--- src/sv/tpid_pkg.sv ---
// Types, constants and codes shared by the temperature PID step block.
package tpid_pkg;

    localparam int ERR_W      = 18;
    localparam int DIFF_W     = 19;
    localparam int LEAK_SHIFT = 20;
    localparam int MA_W       = LEAK_SHIFT + 1;
    localparam int MB_W       = 17;
    localparam int PROD_W     = MA_W + MB_W;
    localparam int INTEG_W    = 40;
    localparam int SUM_W      = 42;
    localparam int DNUM_W     = 39;
    localparam int DIV_CNT_W  = 6;
    localparam int CFG_IDX_W  = 2;
    localparam int CFG_DATA_W = 16;

    localparam logic [MB_W-1:0] LEAK_NUM   = 17'd10486;
    localparam int              OFFSET_DEG = 3;
    localparam logic [7:0]      DUTY_MAX   = 8'd255;

    localparam logic signed [SUM_W-1:0] INTEG_MAX = (42'sd1 <<< (INTEG_W - 1)) - 42'sd1;
    localparam logic signed [SUM_W-1:0] INTEG_MIN = -(42'sd1 <<< (INTEG_W - 1));

    localparam logic [CFG_IDX_W-1:0] CFG_SETPOINT = 2'd0;
    localparam logic [CFG_IDX_W-1:0] CFG_KP       = 2'd1;
    localparam logic [CFG_IDX_W-1:0] CFG_KI       = 2'd2;
    localparam logic [CFG_IDX_W-1:0] CFG_KD       = 2'd3;

    localparam logic [1:0] MA_ERR  = 2'd0;
    localparam logic [1:0] MA_XHI  = 2'd1;
    localparam logic [1:0] MA_XLO  = 2'd2;
    localparam logic [1:0] MA_DIFF = 2'd3;

    localparam logic [1:0] MB_KP   = 2'd0;
    localparam logic [1:0] MB_KI   = 2'd1;
    localparam logic [1:0] MB_KD   = 2'd2;
    localparam logic [1:0] MB_LEAK = 2'd3;

    localparam logic [1:0] XLD_NONE  = 2'd0;
    localparam logic [1:0] XLD_MUL   = 2'd1;
    localparam logic [1:0] XLD_INTEG = 2'd2;

    localparam logic [2:0] ACC_NONE      = 3'd0;
    localparam logic [2:0] ACC_ADD_PROD  = 3'd1;
    localparam logic [2:0] ACC_ADD_SHR   = 3'd2;
    localparam logic [2:0] ACC_ADD_INTEG = 3'd3;
    localparam logic [2:0] ACC_ADD_DIV   = 3'd4;

    localparam logic [1:0] IACC_NONE      = 2'd0;
    localparam logic [1:0] IACC_LOAD_PROD = 2'd1;
    localparam logic [1:0] IACC_ADD_SHR   = 2'd2;
    localparam logic [1:0] IACC_SAT       = 2'd3;

    typedef struct packed {
        logic signed [15:0] temperature;
        logic [15:0]        elapsed_ms;
    } t_in;

    typedef struct packed {
        logic [7:0] duty;
        logic [7:0] pwm_level;
    } t_out;

    typedef struct packed {
        logic       load;
        logic [1:0] ma_sel;
        logic [1:0] mb_sel;
        logic       prod_en;
        logic [1:0] x_ld;
        logic [2:0] acc_op;
        logic [1:0] iacc_op;
        logic       d_load;
        logic       div_start;
        logic       out_load;
    } t_cmd;

    typedef struct packed {
        logic ms_zero;
        logic div_done;
        logic out_free;
    } t_status;

endpackage

--- src/sv/tpid_div.sv ---
// Bit-serial restoring divider: unsigned magnitude over the elapsed milliseconds.
module tpid_div (
    input  logic                           i_clk,
    input  logic                           i_rst_n,
    input  logic                           i_start,
    input  logic [tpid_pkg::DNUM_W-1:0]    i_num,
    input  logic [15:0]                    i_den,
    output logic [tpid_pkg::DNUM_W-1:0]    o_quo,
    output logic                           o_done
);

    logic [tpid_pkg::DNUM_W-1:0]    r_quo;
    logic [15:0]                    r_rem;
    logic [tpid_pkg::DIV_CNT_W-1:0] r_cnt;
    logic                           r_busy;
    logic                           r_done;
    logic [16:0]                    w_trial;
    logic                           w_ge;

    assign w_trial = {r_rem, r_quo[tpid_pkg::DNUM_W-1]};
    assign w_ge    = (w_trial >= {1'b0, i_den});

    always_ff @(posedge i_clk) begin
        if (!i_rst_n) begin
            r_busy <= 1'b0;
            r_done <= 1'b0;
            r_cnt  <= '0;
        end else begin
            r_done <= 1'b0;
            if (i_start) begin
                r_busy <= 1'b1;
                r_cnt  <= tpid_pkg::DIV_CNT_W'(tpid_pkg::DNUM_W);
            end else if (r_busy) begin
                r_cnt <= r_cnt - 1'b1;
                if (r_cnt == tpid_pkg::DIV_CNT_W'(1)) begin
                    r_busy <= 1'b0;
                    r_done <= 1'b1;
                end
            end
        end
    end

    always_ff @(posedge i_clk) begin
        if (i_start) begin
            r_quo <= i_num;
            r_rem <= '0;
        end else if (r_busy) begin
            r_quo <= {r_quo[tpid_pkg::DNUM_W-2:0], w_ge};
            r_rem <= w_ge ? 16'(w_trial - {1'b0, i_den}) : w_trial[15:0];
        end
    end

    assign o_quo  = r_quo;
    assign o_done = r_done;

    a_done_idle: assert property (@(posedge i_clk) disable iff (!i_rst_n)
        o_done |-> !r_busy)
        else $error("divider done while busy");

endmodule

--- src/sv/tpid_dp.sv ---
// Datapath: configuration, shared multiplier, accumulators, divider and result register.
module tpid_dp #(
    parameter int FRAC_BITS = 8
) (
    input  logic                               i_clk,
    input  logic                               i_rst_n,
    input  logic                               i_cfg_we,
    input  logic [tpid_pkg::CFG_IDX_W-1:0]     i_cfg_idx,
    input  logic [tpid_pkg::CFG_DATA_W-1:0]    i_cfg_data,
    input  tpid_pkg::t_in                      i_in_data,
    input  tpid_pkg::t_cmd                     i_cmd,
    output tpid_pkg::t_status                  o_status,
    output logic                               o_out_valid,
    input  logic                               i_out_ready,
    output tpid_pkg::t_out                     o_out_data
);

    localparam logic signed [tpid_pkg::ERR_W-1:0] OFFSET =
        tpid_pkg::ERR_W'(tpid_pkg::OFFSET_DEG * (1 << FRAC_BITS));
    localparam int SUM_SHIFT = 2 * FRAC_BITS;

    logic signed [15:0]                    r_setpoint;
    logic [15:0]                           r_kp;
    logic [15:0]                           r_ki;
    logic [15:0]                           r_kd;
    logic signed [tpid_pkg::ERR_W-1:0]     r_err;
    logic signed [tpid_pkg::ERR_W-1:0]     r_last_err;
    logic [15:0]                           r_ms;
    logic signed [tpid_pkg::INTEG_W-1:0]   r_integ;
    logic signed [tpid_pkg::INTEG_W-1:0]   r_x;
    logic signed [tpid_pkg::PROD_W-1:0]    r_prod;
    logic signed [tpid_pkg::SUM_W-1:0]     r_acc;
    logic signed [tpid_pkg::SUM_W-1:0]     r_iacc;
    logic                                  r_dnum_neg;
    logic [tpid_pkg::DNUM_W-1:0]           r_dnum_mag;
    logic                                  r_out_valid;
    tpid_pkg::t_out                        r_out;

    logic signed [tpid_pkg::ERR_W-1:0]     w_err;
    logic signed [tpid_pkg::DIFF_W-1:0]    w_diff;
    logic signed [tpid_pkg::MA_W-1:0]      w_ma;
    logic signed [tpid_pkg::MB_W-1:0]      w_mb;
    logic signed [tpid_pkg::PROD_W-1:0]    w_mul;
    logic signed [tpid_pkg::SUM_W-1:0]     w_prod_shr;
    logic signed [tpid_pkg::SUM_W-1:0]     w_isum;
    logic signed [tpid_pkg::DNUM_W-1:0]    w_d1;
    logic signed [tpid_pkg::DNUM_W-1:0]    w_d10;
    logic [tpid_pkg::DNUM_W-1:0]           w_quo;
    logic                                  w_div_done;
    logic signed [tpid_pkg::SUM_W-1:0]     w_qs;
    logic signed [tpid_pkg::SUM_W-1:0]     w_dval;
    logic [tpid_pkg::SUM_W-1:0]            w_whole;
    logic [7:0]                            w_duty;

    assign w_err  = tpid_pkg::ERR_W'(r_setpoint) - tpid_pkg::ERR_W'(i_in_data.temperature)
                    + OFFSET;
    assign w_diff = tpid_pkg::DIFF_W'(r_err) - tpid_pkg::DIFF_W'(r_last_err);

    always_comb begin
        unique case (i_cmd.ma_sel)
            tpid_pkg::MA_ERR:  w_ma = tpid_pkg::MA_W'(r_err);
            tpid_pkg::MA_XHI:  w_ma = tpid_pkg::MA_W'(
                                   $signed(r_x[tpid_pkg::INTEG_W-1:tpid_pkg::LEAK_SHIFT]));
            tpid_pkg::MA_XLO:  w_ma = $signed({1'b0, r_x[tpid_pkg::LEAK_SHIFT-1:0]});
            tpid_pkg::MA_DIFF: w_ma = tpid_pkg::MA_W'(w_diff);
            default:           w_ma = '0;
        endcase
    end

    always_comb begin
        unique case (i_cmd.mb_sel)
            tpid_pkg::MB_KP:   w_mb = $signed({1'b0, r_kp});
            tpid_pkg::MB_KI:   w_mb = $signed({1'b0, r_ki});
            tpid_pkg::MB_KD:   w_mb = $signed({1'b0, r_kd});
            tpid_pkg::MB_LEAK: w_mb = $signed(tpid_pkg::LEAK_NUM);
            default:           w_mb = '0;
        endcase
    end

    assign w_mul = w_ma * w_mb;

    assign w_prod_shr = tpid_pkg::SUM_W'(
        $signed({1'b0, r_prod[tpid_pkg::PROD_W-1:tpid_pkg::LEAK_SHIFT]}));
    assign w_isum = r_iacc + tpid_pkg::SUM_W'(r_prod);
    assign w_d1   = tpid_pkg::DNUM_W'(r_prod);
    assign w_d10  = (w_d1 <<< 3) + (w_d1 <<< 1);
    assign w_qs   = $signed(tpid_pkg::SUM_W'(w_quo));
    assign w_dval = r_dnum_neg ? -w_qs : w_qs;

    tpid_div u_div (
        .i_clk   (i_clk),
        .i_rst_n (i_rst_n),
        .i_start (i_cmd.div_start),
        .i_num   (r_dnum_mag),
        .i_den   (r_ms),
        .o_quo   (w_quo),
        .o_done  (w_div_done)
    );

    // config registers and loop state
    always_ff @(posedge i_clk) begin
        if (!i_rst_n) begin
            r_setpoint <= '0;
            r_kp       <= '0;
            r_ki       <= '0;
            r_kd       <= '0;
            r_integ    <= '0;
            r_last_err <= '0;
        end else begin
            if (i_cfg_we) begin
                unique case (i_cfg_idx)
                    tpid_pkg::CFG_SETPOINT: r_setpoint <= $signed(i_cfg_data);
                    tpid_pkg::CFG_KP:       r_kp       <= i_cfg_data;
                    tpid_pkg::CFG_KI:       r_ki       <= i_cfg_data;
                    tpid_pkg::CFG_KD:       r_kd       <= i_cfg_data;
                    default:                r_kd       <= r_kd;
                endcase
            end
            if (i_cmd.iacc_op == tpid_pkg::IACC_SAT) begin
                if (w_isum > tpid_pkg::INTEG_MAX) begin
                    r_integ <= tpid_pkg::INTEG_W'(tpid_pkg::INTEG_MAX);
                end else if (w_isum < tpid_pkg::INTEG_MIN) begin
                    r_integ <= tpid_pkg::INTEG_W'(tpid_pkg::INTEG_MIN);
                end else begin
                    r_integ <= tpid_pkg::INTEG_W'(w_isum);
                end
            end
            if (i_cmd.d_load) begin
                r_last_err <= r_err;
            end
        end
    end

    // working registers
    always_ff @(posedge i_clk) begin
        if (i_cmd.load) begin
            r_err <= w_err;
            r_ms  <= i_in_data.elapsed_ms;
        end
        if (i_cmd.prod_en) begin
            r_prod <= w_mul;
        end
        unique case (i_cmd.x_ld)
            tpid_pkg::XLD_MUL:   r_x <= tpid_pkg::INTEG_W'(w_mul);
            tpid_pkg::XLD_INTEG: r_x <= r_integ;
            default:             r_x <= r_x;
        endcase
        if (i_cmd.load) begin
            r_acc <= '0;
        end else begin
            unique case (i_cmd.acc_op)
                tpid_pkg::ACC_ADD_PROD:  r_acc <= r_acc + tpid_pkg::SUM_W'(r_prod);
                tpid_pkg::ACC_ADD_SHR:   r_acc <= r_acc + w_prod_shr;
                tpid_pkg::ACC_ADD_INTEG: r_acc <= r_acc + tpid_pkg::SUM_W'(r_integ);
                tpid_pkg::ACC_ADD_DIV:   r_acc <= r_acc + w_dval;
                default:                 r_acc <= r_acc;
            endcase
        end
        unique case (i_cmd.iacc_op)
            tpid_pkg::IACC_LOAD_PROD: r_iacc <= tpid_pkg::SUM_W'(r_prod);
            tpid_pkg::IACC_ADD_SHR:   r_iacc <= r_iacc + w_prod_shr;
            default:                  r_iacc <= r_iacc;
        endcase
        if (i_cmd.d_load) begin
            r_dnum_neg <= w_d10[tpid_pkg::DNUM_W-1];
            r_dnum_mag <= w_d10[tpid_pkg::DNUM_W-1] ? tpid_pkg::DNUM_W'(-w_d10)
                                                    : tpid_pkg::DNUM_W'(w_d10);
        end
    end

    assign w_whole = r_acc >> SUM_SHIFT;

    always_comb begin
        priority if (r_acc[tpid_pkg::SUM_W-1]) begin
            w_duty = '0;
        end else if (w_whole > tpid_pkg::SUM_W'(tpid_pkg::DUTY_MAX)) begin
            w_duty = tpid_pkg::DUTY_MAX;
        end else begin
            w_duty = w_whole[7:0];
        end
    end

    // result register
    always_ff @(posedge i_clk) begin
        if (!i_rst_n) begin
            r_out_valid <= 1'b0;
        end else if (i_cmd.out_load) begin
            r_out_valid <= 1'b1;
        end else if (i_out_ready) begin
            r_out_valid <= 1'b0;
        end
    end

    always_ff @(posedge i_clk) begin
        if (i_cmd.out_load) begin
            r_out.duty      <= w_duty;
            r_out.pwm_level <= tpid_pkg::DUTY_MAX - w_duty;
        end
    end

    assign o_status.ms_zero  = (r_ms == '0);
    assign o_status.div_done = w_div_done;
    assign o_status.out_free = !r_out_valid || i_out_ready;
    assign o_out_valid       = r_out_valid;
    assign o_out_data        = r_out;

    a_pwm_inverse: assert property (@(posedge i_clk) disable iff (!i_rst_n)
        o_out_valid |-> (o_out_data.duty + o_out_data.pwm_level == tpid_pkg::DUTY_MAX))
        else $error("pwm level is not the inverse of duty");

endmodule

--- src/sv/tpid_ctrl.sv ---
// Controller: sequences the multiplier, accumulators and divider for each transaction.
module tpid_ctrl (
    input  logic              i_clk,
    input  logic              i_rst_n,
    input  logic              i_in_valid,
    output logic              o_in_ready,
    input  tpid_pkg::t_status i_status,
    output tpid_pkg::t_cmd    o_cmd
);

    localparam logic [3:0] ST_IDLE = 4'd0;
    localparam logic [3:0] ST_MKP  = 4'd1;
    localparam logic [3:0] ST_PH   = 4'd2;
    localparam logic [3:0] ST_PL   = 4'd3;
    localparam logic [3:0] ST_PSUM = 4'd4;
    localparam logic [3:0] ST_IH   = 4'd5;
    localparam logic [3:0] ST_IL   = 4'd6;
    localparam logic [3:0] ST_ISUM = 4'd7;
    localparam logic [3:0] ST_ISAT = 4'd8;
    localparam logic [3:0] ST_D10  = 4'd9;
    localparam logic [3:0] ST_DIVS = 4'd10;
    localparam logic [3:0] ST_DIVW = 4'd11;
    localparam logic [3:0] ST_DADD = 4'd12;
    localparam logic [3:0] ST_OUT  = 4'd13;

    logic [3:0] r_state;
    logic [3:0] n_state;

    always_ff @(posedge i_clk) begin
        if (!i_rst_n) begin
            r_state <= ST_IDLE;
        end else begin
            r_state <= n_state;
        end
    end

    always_comb begin
        n_state = r_state;
        o_cmd   = '0;
        unique case (r_state)
            ST_IDLE: begin
                if (i_in_valid) begin
                    o_cmd.load = 1'b1;
                    n_state    = ST_MKP;
                end
            end
            ST_MKP: begin
                o_cmd.ma_sel = tpid_pkg::MA_ERR;
                o_cmd.mb_sel = tpid_pkg::MB_KP;
                o_cmd.x_ld   = tpid_pkg::XLD_MUL;
                n_state      = ST_PH;
            end
            ST_PH: begin
                o_cmd.ma_sel  = tpid_pkg::MA_XHI;
                o_cmd.mb_sel  = tpid_pkg::MB_LEAK;
                o_cmd.prod_en = 1'b1;
                n_state       = ST_PL;
            end
            ST_PL: begin
                o_cmd.ma_sel  = tpid_pkg::MA_XLO;
                o_cmd.mb_sel  = tpid_pkg::MB_LEAK;
                o_cmd.prod_en = 1'b1;
                o_cmd.acc_op  = tpid_pkg::ACC_ADD_PROD;
                n_state       = ST_PSUM;
            end
            ST_PSUM: begin
                o_cmd.acc_op = tpid_pkg::ACC_ADD_SHR;
                o_cmd.x_ld   = tpid_pkg::XLD_INTEG;
                n_state      = ST_IH;
            end
            ST_IH: begin
                o_cmd.ma_sel  = tpid_pkg::MA_XHI;
                o_cmd.mb_sel  = tpid_pkg::MB_LEAK;
                o_cmd.prod_en = 1'b1;
                n_state       = ST_IL;
            end
            ST_IL: begin
                o_cmd.ma_sel  = tpid_pkg::MA_XLO;
                o_cmd.mb_sel  = tpid_pkg::MB_LEAK;
                o_cmd.prod_en = 1'b1;
                o_cmd.iacc_op = tpid_pkg::IACC_LOAD_PROD;
                n_state       = ST_ISUM;
            end
            ST_ISUM: begin
                o_cmd.ma_sel  = tpid_pkg::MA_ERR;
                o_cmd.mb_sel  = tpid_pkg::MB_KI;
                o_cmd.prod_en = 1'b1;
                o_cmd.iacc_op = tpid_pkg::IACC_ADD_SHR;
                n_state       = ST_ISAT;
            end
            ST_ISAT: begin
                o_cmd.ma_sel  = tpid_pkg::MA_DIFF;
                o_cmd.mb_sel  = tpid_pkg::MB_KD;
                o_cmd.prod_en = 1'b1;
                o_cmd.iacc_op = tpid_pkg::IACC_SAT;
                n_state       = ST_D10;
            end
            ST_D10: begin
                o_cmd.acc_op = tpid_pkg::ACC_ADD_INTEG;
                o_cmd.d_load = 1'b1;
                n_state      = i_status.ms_zero ? ST_OUT : ST_DIVS;
            end
            ST_DIVS: begin
                o_cmd.div_start = 1'b1;
                n_state         = ST_DIVW;
            end
            ST_DIVW: begin
                if (i_status.div_done) begin
                    n_state = ST_DADD;
                end
            end
            ST_DADD: begin
                o_cmd.acc_op = tpid_pkg::ACC_ADD_DIV;
                n_state      = ST_OUT;
            end
            ST_OUT: begin
                if (i_status.out_free) begin
                    o_cmd.out_load = 1'b1;
                    n_state        = ST_IDLE;
                end
            end
            default: begin
                n_state = ST_IDLE;
            end
        endcase
    end

    assign o_in_ready = (r_state == ST_IDLE);

    a_one_in_flight: assert property (@(posedge i_clk) disable iff (!i_rst_n)
        (i_in_valid && o_in_ready) |=> !o_in_ready)
        else $error("second transaction taken while one is in flight");

    a_div_done_wait: assert property (@(posedge i_clk) disable iff (!i_rst_n)
        i_status.div_done |-> (r_state == ST_DIVW))
        else $error("divider finished outside its wait state");

    a_out_no_overwrite: assert property (@(posedge i_clk) disable iff (!i_rst_n)
        o_cmd.out_load |-> i_status.out_free)
        else $error("result register overwritten before it was taken");

endmodule

--- src/sv/temperature_pid_step.sv ---
// Top level of the temperature PID step block.
// One transaction in gives one duty and inverted PWM level out. The result is
// loaded into the output register once that register is free; when elapsed_ms
// is zero the divider is skipped, otherwise the controller starts it and waits
// for its done strobe. Nine sequencing steps, seven of them on one shared 21x17
// multiplier, form the P, leaky I and D products. The derivative quotient
// comes from a bit-serial divider that resolves one of its 39 quotient bits
// per cycle. Items are handled one at a time; a finished result sits in an
// output register, so the next item is taken while it waits. Configuration
// writes go directly into the configuration registers.
module temperature_pid_step #(
    parameter int FRAC_BITS = 8
) (
    input  logic                            i_clk,
    input  logic                            i_rst_n,
    input  logic                            i_cfg_we,
    input  logic [tpid_pkg::CFG_IDX_W-1:0]  i_cfg_idx,
    input  logic [tpid_pkg::CFG_DATA_W-1:0] i_cfg_data,
    input  logic                            i_in_valid,
    output logic                            o_in_ready,
    input  tpid_pkg::t_in                   i_in_data,
    output logic                            o_out_valid,
    input  logic                            i_out_ready,
    output tpid_pkg::t_out                  o_out_data
);

    tpid_pkg::t_cmd    w_cmd;
    tpid_pkg::t_status w_status;

    tpid_ctrl u_ctrl (
        .i_clk      (i_clk),
        .i_rst_n    (i_rst_n),
        .i_in_valid (i_in_valid),
        .o_in_ready (o_in_ready),
        .i_status   (w_status),
        .o_cmd      (w_cmd)
    );

    tpid_dp #(
        .FRAC_BITS (FRAC_BITS)
    ) u_dp (
        .i_clk       (i_clk),
        .i_rst_n     (i_rst_n),
        .i_cfg_we    (i_cfg_we),
        .i_cfg_idx   (i_cfg_idx),
        .i_cfg_data  (i_cfg_data),
        .i_in_data   (i_in_data),
        .i_cmd       (w_cmd),
        .o_status    (w_status),
        .o_out_valid (o_out_valid),
        .i_out_ready (i_out_ready),
        .o_out_data  (o_out_data)
    );

endmodule

--- config.mk ---
export PLATFORM = sky130hd
export DESIGN_NAME = temperature_pid_step
export DESIGN_NICKNAME = d
export VERILOG_FILES = /design/src/sv/tpid_pkg.sv /design/src/sv/tpid_div.sv /design/src/sv/tpid_dp.sv /design/src/sv/tpid_ctrl.sv /design/src/sv/temperature_pid_step.sv
export SDC_FILE = /design/constraint.sdc
export NUM_CORES = 2
export LEC_CHECK = 0
export BUFFER_PORTS_ARGS = -buffer_cell sky130_fd_sc_hd__buf_2
export CORE_MARGIN = 4
export CORE_UTILIZATION = 45
export CTS_CLUSTER_SIZE = 12
export DETAILED_ROUTE_END_ITERATION = 8
export PLACE_DENSITY = 0.73
export SLEW_MARGIN = 25
export SYNTH_ARGS = -nofsm -noshare
export SYNTH_HDL_FRONTEND = slang
export SYNTH_SLANG_ARGS = --single-unit
--- constraint.sdc ---
create_clock -name i_clk -period 8.9 [get_ports i_clk]
set_clock_uncertainty 0.2 [all_clocks]
set_input_delay 1.335 -clock i_clk [delete_from_list [all_inputs] [get_ports i_clk]]
set_output_delay 1.335 -clock i_clk [all_outputs]
set_load 0.01 [all_outputs]
[After elaboration in Yosys (flattened, before gate mapping)]
Cells that the tools add are included.
Operators by class
  add/subtract/negate cells: 15
  multipliers: 1
  $lt $le $gt $ge: 4
  equality and inequality tests: 35
  mux-type cells: 38
  bitwise operators: 2
  reduce and logical (&&, ||, !) cells: 22
Operators with widths (number)
  42-bit one-hot mux with 4 select lines: 1
  42-bit by 19-bit adder with 42-bit output: 2
  42-bit by 38-bit adder with 42-bit output: 2
  21-bit one-hot mux with 4 select lines: 1
  42-bit one-hot mux with 2 select lines: 1
  40-bit 2-to-1 mux: 2
  40-bit one-hot mux with 2 select lines: 1
  39-bit 2-to-1 mux: 2
  17-bit one-hot mux with 4 select lines: 1
  4-bit one-hot mux with 14 select lines: 1
  42-bit by 40-bit adder with 42-bit output: 1
  42-bit adder: 1
  42-bit by 40-bit > comparator with 1-bit output (second input constant): 1
  42-bit by 40-bit < comparator with 1-bit output (second input constant): 1
  42-bit 2-to-1 mux: 1
  39-bit negator with 42-bit output: 1
  39-bit adder: 1
  39-bit negator: 1
  21-bit by 17-bit multiplier with 38-bit output: 1
  38-bit 2-to-1 mux: 1
  26-bit by 8-bit > comparator with 1-bit output (second input constant): 1
  4-bit == test (second input constant): 6
  18-bit by 18-bit subtractor with 19-bit output: 1
  18-bit by 11-bit adder with 18-bit output (second input constant): 1
  other kinds (39): 84
Storage, ports and cells
  flip-flop bits (word level): 442
  input bits: 55
  output and inout port bits: 18
  word-level logic and storage cells: 142

[Longest topological paths before layout]
  depth after elaboration: 7
  gate-level depth with buffers: 40
  mapped depth without buffers: 38

[Modules after synthesis]
A second synthesis with hierarchy kept.
Unflattened totals
  cell total of the unflattened synthesis: 4811
  area total of the unflattened synthesis: 43090.1 µm²
Modules (own cells, without submodules)
  tpid_dp: instances 1, cells each 4389, area each 38775.9 µm², seq. area each 9579.2 µm²
  tpid_div: instances 1, cells each 343, area each 3748.6 µm², seq. area each 1651.6 µm²
  tpid_ctrl: instances 1, cells each 79, area each 565.5 µm², seq. area each 80.1 µm²

[Worst setup path before layout]
OpenSTA, ideal clock, no wires.
  path type: reg-to-reg
  from: register u_dp.r_err[0] (netlist name)
  to: register u_dp.r_x[37] (netlist name) (data pin)
  setup time: 0.256 ns
  data arrival time: 8.950 ns
  required time: 8.444 ns
  slack: -0.506 ns
  stages on the path, launching flop included: 36
  path buffers: 1
  period minus slack after synthesis: 9.406 ns
  cells stage by stage: edfxtp_1 inv_1 ha_1 inv_1 fa_1 a21o_1 a21oi_1 o21bai_1 a21o_1 a311oi_1 a211oi_1 nor2_1 a31oi_1 o21ai_1 clkbuf_1 nand2_1 fa_1 inv_1 fa_1 fa_1 fa_1 fa_1 inv_1 fa_1 inv_1 ha_1 nand2_1 nor4_1 nand4_1 a21oi_1 a2111oi_0 o31ai_1 a2111oi_0 a311o_1 nand2b_1 nand2_1
Between the ends
  longest elaborated chain between the ends: 4
Ends and longest elaborated chain
  start: declaration: line tpid_dp.sv:26  | logic signed [tpid_pkg::ERR_W-1:0] r_err;
  start signal: assignment: line tpid_dp.sv:137  | r_err <= w_err;
  18-bit by 18-bit subtractor with 19-bit output: line tpid_dp.sv:57  | assign w_diff = tpid_pkg::DIFF_W'(r_err) - tpid_pkg::DIFF_W'(r_last_err);
  21-bit one-hot mux with 4 select lines (*): line tpid_dp.sv:60  | unique case (i_cmd.ma_sel)
  21-bit by 17-bit multiplier with 38-bit output (*): line tpid_dp.sv:80  | assign w_mul = w_ma * w_mb;
  named net u_dp.w_mul (one bit): line tpid_dp.sv:43  | logic signed [tpid_pkg::PROD_W-1:0] w_mul;
  40-bit one-hot mux with 2 select lines (*): line tpid_dp.sv:143  | unique case (i_cmd.x_ld)
  end signal: assignment: line tpid_dp.sv:144  | tpid_pkg::XLD_MUL: r_x <= tpid_pkg::INTEG_W'(w_mul);
  end signal: assignment: line tpid_dp.sv:145  | tpid_pkg::XLD_INTEG: r_x <= r_integ;
  end signal: assignment: line tpid_dp.sv:146  | default: r_x <= r_x;
  end: declaration: line tpid_dp.sv:30  | logic signed [tpid_pkg::INTEG_W-1:0] r_x;
The timed path passes the listed nets; every way through them passes the cells marked *.
A chain may end at the register's enable or synchronous reset.

[Worst setup path after layout]
Ends and elaborated chain as after synthesis.

==> impl_metrics.json <==
{
  "synth-seq-cells": 441,
  "power.density_nw_per_um2": 406,
  "drc_errors": 0,
  "async_flop_share_pct": 0,
  "place_congestion": 0.984,
  "synth_area_um2": 42000,
  "cts_hold_buf": 0,
  "clockBufferDepth": 3,
  "finalCritPeriodShare_pct": 102,
  "worst-setup-path-type": "flip-flop to flip-flop",
  "via_count": 35900,
  "reg2reg_setup_slack_ns": -0.16,
  "crit_arrival_ns": 9.25,
  "grt_max_degree": 83,
  "viasPerCell": 5.68,
  "synth.avg_cell_area_um2": 8.77,
  "fin_area_um2": 48100,
  "grt_pass1_wl_mm": 197,
  "min_period_ns": 9.06,
  "antenna_found_initial": 2,
  "cts.clk_slew.worst_paths_ns": 0.06,
  "cp_max_fo": 8,
  "ys_warn_count": 0,
  "synth_cells": 4785,
  "die_h_um": 313,
  "slew_headroom_pct": 32.5,
  "synth_cell_types": 101,
  "postRouteAntennaNets": 0,
  "outcome": "finished, violations left",
  "hold_class": "flip-flop to flip-flop",
  "fill_cells": 8391,
  "peakVddDrop_v": 0.000354,
  "grt_pass1_vias": 35000,
  "synth_edf_count": 248,
  "cts.sinks": 441,
  "worst_pin_slew_ns": 1.01,
  "drv_slew": 0,
  "critPathMaxStageDelay_ns": 0.59,
  "synthToLayoutAreaGrowth_pct": 14.6,
  "cp-end-kind": "flip-flop",
  "drt-total-wl_mm": 128,
  "dpl.hpwl_mm": 99.6,
  "violations": "setup timing",
  "design.core.area_um2": 92100,
  "slowest_stage": "fa_2",
  "grt_overflow": 0,
  "nNetsFinal": 5714,
  "numCtsBuffers": 51,
  "rsz0062_at_grt": "true",
  "die_area_um2": 98200,
  "initialDrtViolationCount": 3271,
  "io_pins": 73,
  "setup_viol": 5,
  "cts_tree": "done",
  "hold_viol": 0,
  "maxCapViolCount": 0,
  "syn_nets": 5470,
  "root_buffer": "clkbuf_16",
  "place.port_buffers": 72,
  "clock_latency_ns": 0.66,
  "power_w": 0.0195,
  "grt_usage_pct": 25.3,
  "final_core_utilization_pct": 52.2,
  "cts_htree_levels": 2,
  "start_util_pct": 45.6,
  "ys.flop_type": "edfxtp_1",
  "max_freq_mhz": 110,
  "setup_ws_ns": -0.161,
  "whs_ns": 0.260,
  "rows": 111,
  "critPathRequiredTime_ns": 9.09,
  "start_kind": "flip-flop",
  "dpl_cell_area_um2": 45300,
  "drive_above_1_share_pct": 14.9,
  "firstDrtPassIters": 7,
  "die_w_um": 313,
  "pre_cts_ws_ns": -0.424,
  "yosysSeqAreaShare_pct": 27.0,
  "leakagePower_nw": 21.2,
  "wl_per_cell_um": 20.2
}
## per-layer routing
layer	wire length [um]	GRT usage (%)	up-vias
li1	-	-	16700
met4	8070	13.1	4
met3	10500	4.21	388
met2	57700	41.1	1511
met5	25	0	-
met1	51400	32.7	17300
## path summary, 6_finish.rpt
path                         startpoint                         end  cells after the start
max             u_dp.r_err[0]$_DFFE_PP_      u_dp.r_x[37]$_DFFE_PP_                     38
min          u_dp.r_acc[6]$_SDFFE_PP0P_  u_dp.r_acc[6]$_SDFFE_PP0P_                      2
max reg2reg     u_dp.r_err[0]$_DFFE_PP_      u_dp.r_x[37]$_DFFE_PP_                     38
min reg2reg  u_dp.r_acc[6]$_SDFFE_PP0P_  u_dp.r_acc[6]$_SDFFE_PP0P_                      2
## where the power goes
part / switching [W] / internal, W / total (W)
logic: 0.00790 / 0.00604 / 0.0139
registers: 0.000360 / 0.00307 / 0.00343
clock network: 0.000926 / 0.00125 / 0.00218
total: 0.00919 / 0.0104 / 0.0195
## worst max-delay path, delay by kind of cell (launching register included)
kind            cells  cell delay [ns]
compound gates     17             3.40
xor+xnor            1             0.10
flops               1             0.40
buf+inv             7             0.61
fa+ha+maj           9             3.69
simple gates        4             0.38
## sequential cells by signal, summed over array words and instances (netlist names), 18 cells and up
register          flops
u_dp.r_acc           42
u_dp.r_dnum_mag      38
u_dp.r_err           18
u_dp.r_iacc          42
u_dp.r_integ         40
u_dp.r_last_err      18
u_dp.r_prod          38
u_dp.r_x             40
u_dp.u_div.o_quo     39
## cell usage after synthesis (all sizes together) (103+ instances only)
library cell / n / area share, %
a21boi: 103 / 1.9
a21o: 110 / 2.0
a21oi: 276 / 3.3
clkbuf: 158 / 1.4
dfxtp: 193 / 9.2
edfxtp: 248 / 18
fa: 342 / 16
ha: 288 / 8.6
inv: 562 / 5.0
nand2: 729 / 6.5
nor2: 388 / 3.5
o21ai: 191 / 2.3
xnor2: 165 / 3.4
xor2: 117 / 2.4
## final cells by class
class / instances / area [um2] / share of cell area (%)
repair buffers: 374 / 2790 / 5.80
flip-flops and latches: 441 / 11300 / 23.5
well taps: 1243 / 1560 / 3.23
diodes: 4 / 10.0 / 0.0208
clock inverters: 23 / 244 / 0.507
multi-input cells: 3598 / 28600 / 59.4
clock buffers: 72 / 1480 / 3.07
inverters: 563 / 2110 / 4.40
## cell usage in the layout (no fill, tap or decap), types with 41 or more instances in the layout
cell type / count
a22oi_1: 47
mux2_2: 51
o21ai_0: 172
fa_1: 321
o21a_1: 41
a21o_1: 108
clkbuf_16: 54
buf_2: 71
a21oi_1: 259
dfxtp_1: 193
xor2_1: 117
nor3_1: 55
edfxtp_1: 248
nand2_1: 717
a21boi_0: 98
nor2b_1: 48
inv_1: 543
nor2_1: 374
xnor2_1: 157
ha_1: 268
nand3_1: 54
buf_4: 282
## stage by stage
| stage | TNS (ns) | std cells |
|---|---|---|
| 5_1_grt | -4.97 | 6314 |
| 6_report | -0.494 | 6318 |
| 4_1_cts | -0.168 | 6295 |
| 3_3_place_gp | -2.73 | 6181 |
| 3_5_place_dp | -4.46 | 6181 |
| 2_1_floorplan | 0 | 4785 |
## what timing repair did
item	in CTS	in global routing
resized for setup	63	115
setup endpoints to repair	26	36
setup buffers	20	19
pin swaps	32	105
gates cloned	0	0
## cells by family (layout without fill, tap and decap cells)
logic type	Yosys count	in the layout	share of synthesized area [%]
multiplexers	75	75	1.94
AND/OR/NAND/NOR	1556	1556	16.6
adder cells (fa/ha/maj)	630	630	24.9
other	0	4	0
XOR/XNOR	282	282	5.89
AO/OA/AOI/OAI	1055	1055	16.9
buffers and inverters	746	1032	6.78
flip-flops	441	441	27.0
Note: power is estimated with default switching activity, not from simulation.
